**src/sv/asba_pkg.sv**
```systemverilog
// asba_pkg: request, result, command and status types for the skyline allocator
// no dependencies; imported by every module of the block

package asba_pkg;

    typedef struct packed {
        logic [7:0] rect_width;
        logic [7:0] rect_height;
    } t_req;

    typedef struct packed {
        logic [5:0] page_index;
        logic [6:0] col_pos;
        logic [6:0] row_pos;
        logic       all_full;
    } t_res;

    typedef struct packed {
        logic load;
        logic clr;
        logic p1_init;
        logic p1_rd;
        logic p2_init;
        logic p2_rd;
        logic pg_next;
        logic wr_init;
        logic wr;
        logic emit_place;
        logic emit_full;
        logic emit_origin;
    } t_cmd;

    typedef struct packed {
        logic clr_last;
        logic w_zero;
        logic w_wide;
        logic h_fit0;
        logic x_zero;
        logic x_end;
        logic fits;
        logic pg_last;
        logic wr_last;
    } t_sts;

endpackage

```
**src/sv/asba_ctrl.sv**
```systemverilog
// asba_ctrl: sequencing state machine of the skyline allocator
// depends on asba_pkg (command and status types); drives asba_dpath

module asba_ctrl (
    input  logic           i_clk,
    input  logic           i_rst_n,
    input  logic           start,
    input  asba_pkg::t_sts i_sts,
    output asba_pkg::t_cmd o_cmd,
    output logic           busy,
    output logic           o_done
);
    import asba_pkg::*;

    localparam logic [3:0] S_IDLE = 4'd0;
    localparam logic [3:0] S_CLR  = 4'd1;
    localparam logic [3:0] S_CHK  = 4'd2;
    localparam logic [3:0] S_P1   = 4'd3;
    localparam logic [3:0] S_P1D  = 4'd4;
    localparam logic [3:0] S_P2   = 4'd5;
    localparam logic [3:0] S_P2D  = 4'd6;
    localparam logic [3:0] S_DEC  = 4'd7;
    localparam logic [3:0] S_WR   = 4'd8;

    logic [3:0] r_state, n_state;
    logic       r_done, n_done;
    t_cmd       cmd;

    always_comb begin
        n_state = r_state;
        n_done  = 1'b0;
        cmd     = '0;
        case (r_state)
            S_CLR: begin
                cmd.clr = 1'b1;
                if (i_sts.clr_last) begin
                    n_state = S_IDLE;
                end
            end
            S_IDLE: begin
                if (start) begin
                    cmd.load = 1'b1;
                    n_state  = S_CHK;
                end
            end
            S_CHK: begin
                if (i_sts.w_zero) begin
                    cmd.emit_origin = i_sts.h_fit0;
                    cmd.emit_full   = !i_sts.h_fit0;
                    n_done          = 1'b1;
                    n_state         = S_IDLE;
                end else if (i_sts.w_wide) begin
                    cmd.emit_full = 1'b1;
                    n_done        = 1'b1;
                    n_state       = S_IDLE;
                end else begin
                    cmd.p1_init = 1'b1;
                    n_state     = S_P1;
                end
            end
            S_P1: begin
                cmd.p1_rd = 1'b1;
                if (i_sts.x_zero) begin
                    n_state = S_P1D;
                end
            end
            S_P1D: begin
                cmd.p2_init = 1'b1;
                n_state     = S_P2;
            end
            S_P2: begin
                cmd.p2_rd = 1'b1;
                if (i_sts.x_end) begin
                    n_state = S_P2D;
                end
            end
            S_P2D: begin
                n_state = S_DEC;
            end
            S_DEC: begin
                if (i_sts.fits) begin
                    cmd.wr_init = 1'b1;
                    n_state     = S_WR;
                end else if (i_sts.pg_last) begin
                    cmd.emit_full = 1'b1;
                    n_done        = 1'b1;
                    n_state       = S_IDLE;
                end else begin
                    cmd.pg_next = 1'b1;
                    cmd.p1_init = 1'b1;
                    n_state     = S_P1;
                end
            end
            S_WR: begin
                cmd.wr = 1'b1;
                if (i_sts.wr_last) begin
                    cmd.emit_place = 1'b1;
                    n_done         = 1'b1;
                    n_state        = S_IDLE;
                end
            end
            default: begin
                n_state = S_IDLE;
            end
        endcase
    end

    always_ff @(posedge i_clk) begin
        if (!i_rst_n) begin
            r_state <= S_CLR;
            r_done  <= 1'b0;
        end else begin
            r_state <= n_state;
            r_done  <= n_done;
        end
    end

    assign o_cmd  = cmd;
    assign busy   = (r_state != S_IDLE);
    assign o_done = r_done;

`ifndef ASSERT_OFF
    a_done_single: assert property (@(posedge i_clk) disable iff (!i_rst_n)
        r_done |=> !r_done)
        else $error("result strobe on two cycles in a row");
    a_done_idle: assert property (@(posedge i_clk) disable iff (!i_rst_n)
        r_done |-> (r_state == S_IDLE))
        else $error("result strobe while still working");
    a_start_busy: assert property (@(posedge i_clk) disable iff (!i_rst_n)
        (start && !busy) |=> (busy && r_state == S_CHK))
        else $error("accepted beat did not start a request");
    a_clr_only_reset: assert property (@(posedge i_clk) disable iff (!i_rst_n)
        (r_state != S_CLR) |=> (r_state != S_CLR))
        else $error("clearing pass re-entered outside reset");
`endif

endmodule

```
**config.mk**
```make
export PLATFORM = sky130hd
export DESIGN_NAME = asba_ctrl
export DESIGN_NICKNAME = d
export VERILOG_FILES = /design/src/sv/asba_pkg.sv /design/src/sv/asba_ctrl.sv
export SDC_FILE = /design/constraint.sdc
export NUM_CORES = 1
export LEC_CHECK = 0
export BUFFER_PORTS_ARGS = -buffer_cell sky130_fd_sc_hd__buf_2
export CAP_MARGIN = 5
export CORE_AREA = 2 2 39 41
export DETAILED_ROUTE_END_ITERATION = 7
export DIE_AREA = 0 0 41 43
export PLACE_DENSITY_LB_ADDON = 0.08
export SLEW_MARGIN = 30
export SYNTH_ARGS = -nofsm -noshare
export SYNTH_HDL_FRONTEND = slang
export SYNTH_SLANG_ARGS = --single-unit
```
**constraint.sdc**
```tcl
create_clock -name i_clk -period 1.7 [get_ports i_clk]
set_input_delay 0.085 -clock i_clk [delete_from_list [all_inputs] [get_ports i_clk]]
set_output_delay 0.085 -clock i_clk [all_outputs]
set_load 0.01 [all_outputs]
```
[Word-level counts from Yosys, hierarchy flattened]
Cells that the tools add are included.
Storage, ports and cells
  flip-flop bits (word level): 5
  bits of input ports: 12
  output and inout port bits: 14
  logic and storage cells: 53
Operators by class
  equality and inequality tests: 13
  mux-type cells: 34
  reduce and logical (&&, ||, !) cells: 4
Operators with widths (count)
  4-bit one-hot mux with 9 select lines: 1
  4-bit two-way mux: 7
  1-bit two-way mux: 19
  4-bit by 3-bit == test with 1-bit output, second input constant: 4
  2-bit inequality test, second input constant: 5
  4-bit by 2-bit == test with 1-bit output, second input constant: 2
  2-bit two-way mux: 4
  5-bit AND reduction: 1
  4-bit by 1-bit == test with 1-bit output, second input constant: 1
  4-bit == test, second input constant: 1
  4-bit zero test: 1
  1-bit one-hot mux with 2 select lines: 2
  4-bit nonzero test: 1
  1-bit one-hot mux with 3 select lines: 1
  1-bit zero test: 1

[Depth between registers and ports, before layout]
  word-level depth: 3
  gate-level depth with buffers: 6
  depth with buffers taken out: 4

[Worst setup path before layout]
Ideal clock, no wire load.
  kind: register to register
  from: reg r_state[3]
  to: reg r_state[1]
  library setup time: 0.120 ns
  data arrival time: 1.289 ns
  slack: 0.291 ns
  stages on the path, launching flop included: 6
  clock period less this slack: 1.409 ns
  cell sequence: dfxtp_1 buf_4 and4b_4 a22o_1 o21bai_1 o31a_1
Between the ends
  cells in the longest elaborated chain, start to end: 3
Ends and longest elaborated chain
  start, declared: line asba_ctrl.sv:25  | logic [3:0] r_state, n_state;
  start signal, assigned: line asba_ctrl.sv:113  | r_state <= n_state;
  4-bit by 1-bit == test with 1-bit output, or another cell as far along: line asba_ctrl.sv:33  | case (r_state)
  2-bit inequality test (no source line)
  5-bit AND reduction (no source line)
Parallel ways exist; a longest one is shown, timed or not.
A chain may end at the register's enable or synchronous reset.

==> out/metrics.cfg <==
[outcome]
status=finished clean

[setup_path]
worstPathRequired_ps=1620
crit_family=flip-flops
rr_worst_depth=4
worstPathArrival_ps=1440
critical_path.most_common_cell=o21ai_0
path_depth=5
cp_slowest_cell=dfxtp_1
end_kind=output port
start_kind=flop
path_cells=buf_4, nor4b_4, o21ai_0, o21ai_0, buf_2
startpoint=r_state[3]
crit_fanout=4
cp_num_buf_inv=2
critPathKind=reg2out
regToRegStartpoint=r_state[2]
crit_path_max_incr_delay_ps=330

[synthesis]
synth_edf_count=0
synth_area_um2=460
async_reset_ff_frac=0
ys_ff_latch=5
synth_area_per_cell_um2=7.43
synth_cell_types=32
seq_area_frac_synth=0.217
ys.flop_type=dfxtp_1
synth.area.top_cells=dfxtp_1 22%, and2_1 5.4%, nor2_1 4.9%
synthCells=62
ys.warnings.count=0
synth_nets=74
synth_top_cell_by_area=dfxtp_1
yosys.area.top_type_share=0.217

[routing]
drt_iter0_drc=3
ant_nets=0
vias=542
wl_per_cell_um=10.9
drt_first_pass_iters=4
wirelength_mm=1.15
drcViolationCount=0
vias_per_cell=5.11

[global_routing]
grt_usage=0.154
antenna_found_initial=0
grt_pass1_wl_mm=1.83
grt_max_degree=14
gr-total-overflow=0
grt_pass1_vias=451

[final_layout]
area_growth_pct=40.5
final_cell_mix=25 x buf_2, 6 x nor2_1, 5 x nand2_1
layoutNonFillerInstCount=106
final_area_um2=647
insertedDiodeCount=0
drive_gt1_frac=0.411
fillers=154
fin_nets=103
final_common_cell=buf_2

[sta]
tns_ps=0
final_min_period_over_clock_period=0.899
finalSetupViolCount=0
holdWs_ps=129
relSlewSlack=0.794
fin_crit_ps=1530
timing.final.max_slew_violations=0
finClkSkew_ps=2.68
worstMarginPinSlew_ps=308
fmax_mhz=654
hold_viol=0
grt_setup_unrepaired=no

[floorplan]
die_area_um2=1760
fp.dieW_um=41
row_count=14
start_util=0.333
ioPinCount=26
dieHeight_um=43
core_um2=1380

[cts]
cts_setup_buffers=0
cts_sinks=5
cts_tree=built
cts_hold_buf=0
numCtsBuffers=3
max-clock-path-buffers=2
root_buffer=clkbuf_4
clk_latency_ps=240
clk_pin_slew_ps=40
cts_max_level=1
cts_resized=1

[power]
power.leakage_nw=0.309
ir_drop_mv=0.509
pwr_density_cell_nw_per_um2=1210

[placement]
port_buffers=25
hpwl_um=890
dpl.cell_count=102
placed_cell_area_um2=608
gp_congestion=0.716

[hold_path]
worstHoldStart=i_rst_n
hold_path.class=in2reg
hold_depth=3

[run]
drv_cap=0

==> synth_stat cells, drive strengths merged, types with 2 or more instances <==
cell type / count
buf: 5
a22o: 2
o21ai: 5
nor3: 4
and2: 4
nand2: 5
nor2: 6
nor2b: 2
dfxtp: 5
inv: 2
nor4b: 2
a21oi: 3
==> area by class of cell <==
type	count	area, um^2	area share
Clock buffer	4	26.3	0.0406
Inverter	2	7.51	0.0116
Multi-Input combinational cell	50	334	0.516
Sequential cell	5	104	0.161
Tap cell	16	20.0	0.0309
Timing Repair Buffer	29	155	0.240
==> where the power goes <==
group	switching, W	internal [W]
Clock	0.0000463	0.0000886
Combinational	0.000189	0.000210
Sequential	0.0000963	0.000154
==> worst register-to-register path: stages (launching register included) <==
cell and delay (ps):
dfxtp_2 380, and4b_4 240, a22o_1 240, o21bai_1 160, o31a_1 260
==> kinds of logic (layout without fill, tap and decap cells) <==
logic type | after synthesis | after routing | share of synthesized area
multiplexers | 1 | 1 | 0.0217
buffers and inverters | 7 | 35 | 0.0761
AO/OA/AOI/OAI | 16 | 16 | 0.231
XOR/XNOR | 2 | 2 | 0.0381
AND/OR/NAND/NOR | 31 | 31 | 0.416
flip-flops | 5 | 5 | 0.217
==> registers in the layout, indices dropped and copies added, names as in the netlist <==
name	count
o_done	1
r_state	4
==> path summary, 6_finish.rpt <==
path / to / slack (ps)
max: o_cmd[1] / 170
min: r_state[2] / 130
max reg2reg: r_state[1] / 310
min reg2reg: r_state[2] / 620
==> metal layers <==
metal  vias up  share of wire  routed length [um]  global-route usage
li1        283              -                   -                   -
met1       234           0.46                 525               0.180
met2        25           0.46                 532               0.247
met3         0          0.081                  93              0.0628
met4         0              0                   0              0.0400
met5         -              0                   0                   0
==> stage by stage <==
stage          utilization  worst slack, ps  total power [W]
2_1_floorplan            -              291         0.000491
3_3_place_gp         0.439              186         0.000633
3_5_place_dp         0.439              194         0.000630
4_1_cts              0.459             58.0         0.000775
5_1_grt              0.467             15.3         0.000857
6_report             0.467              171         0.000783
No activity file was read; power rests on OpenSTA's default activity.
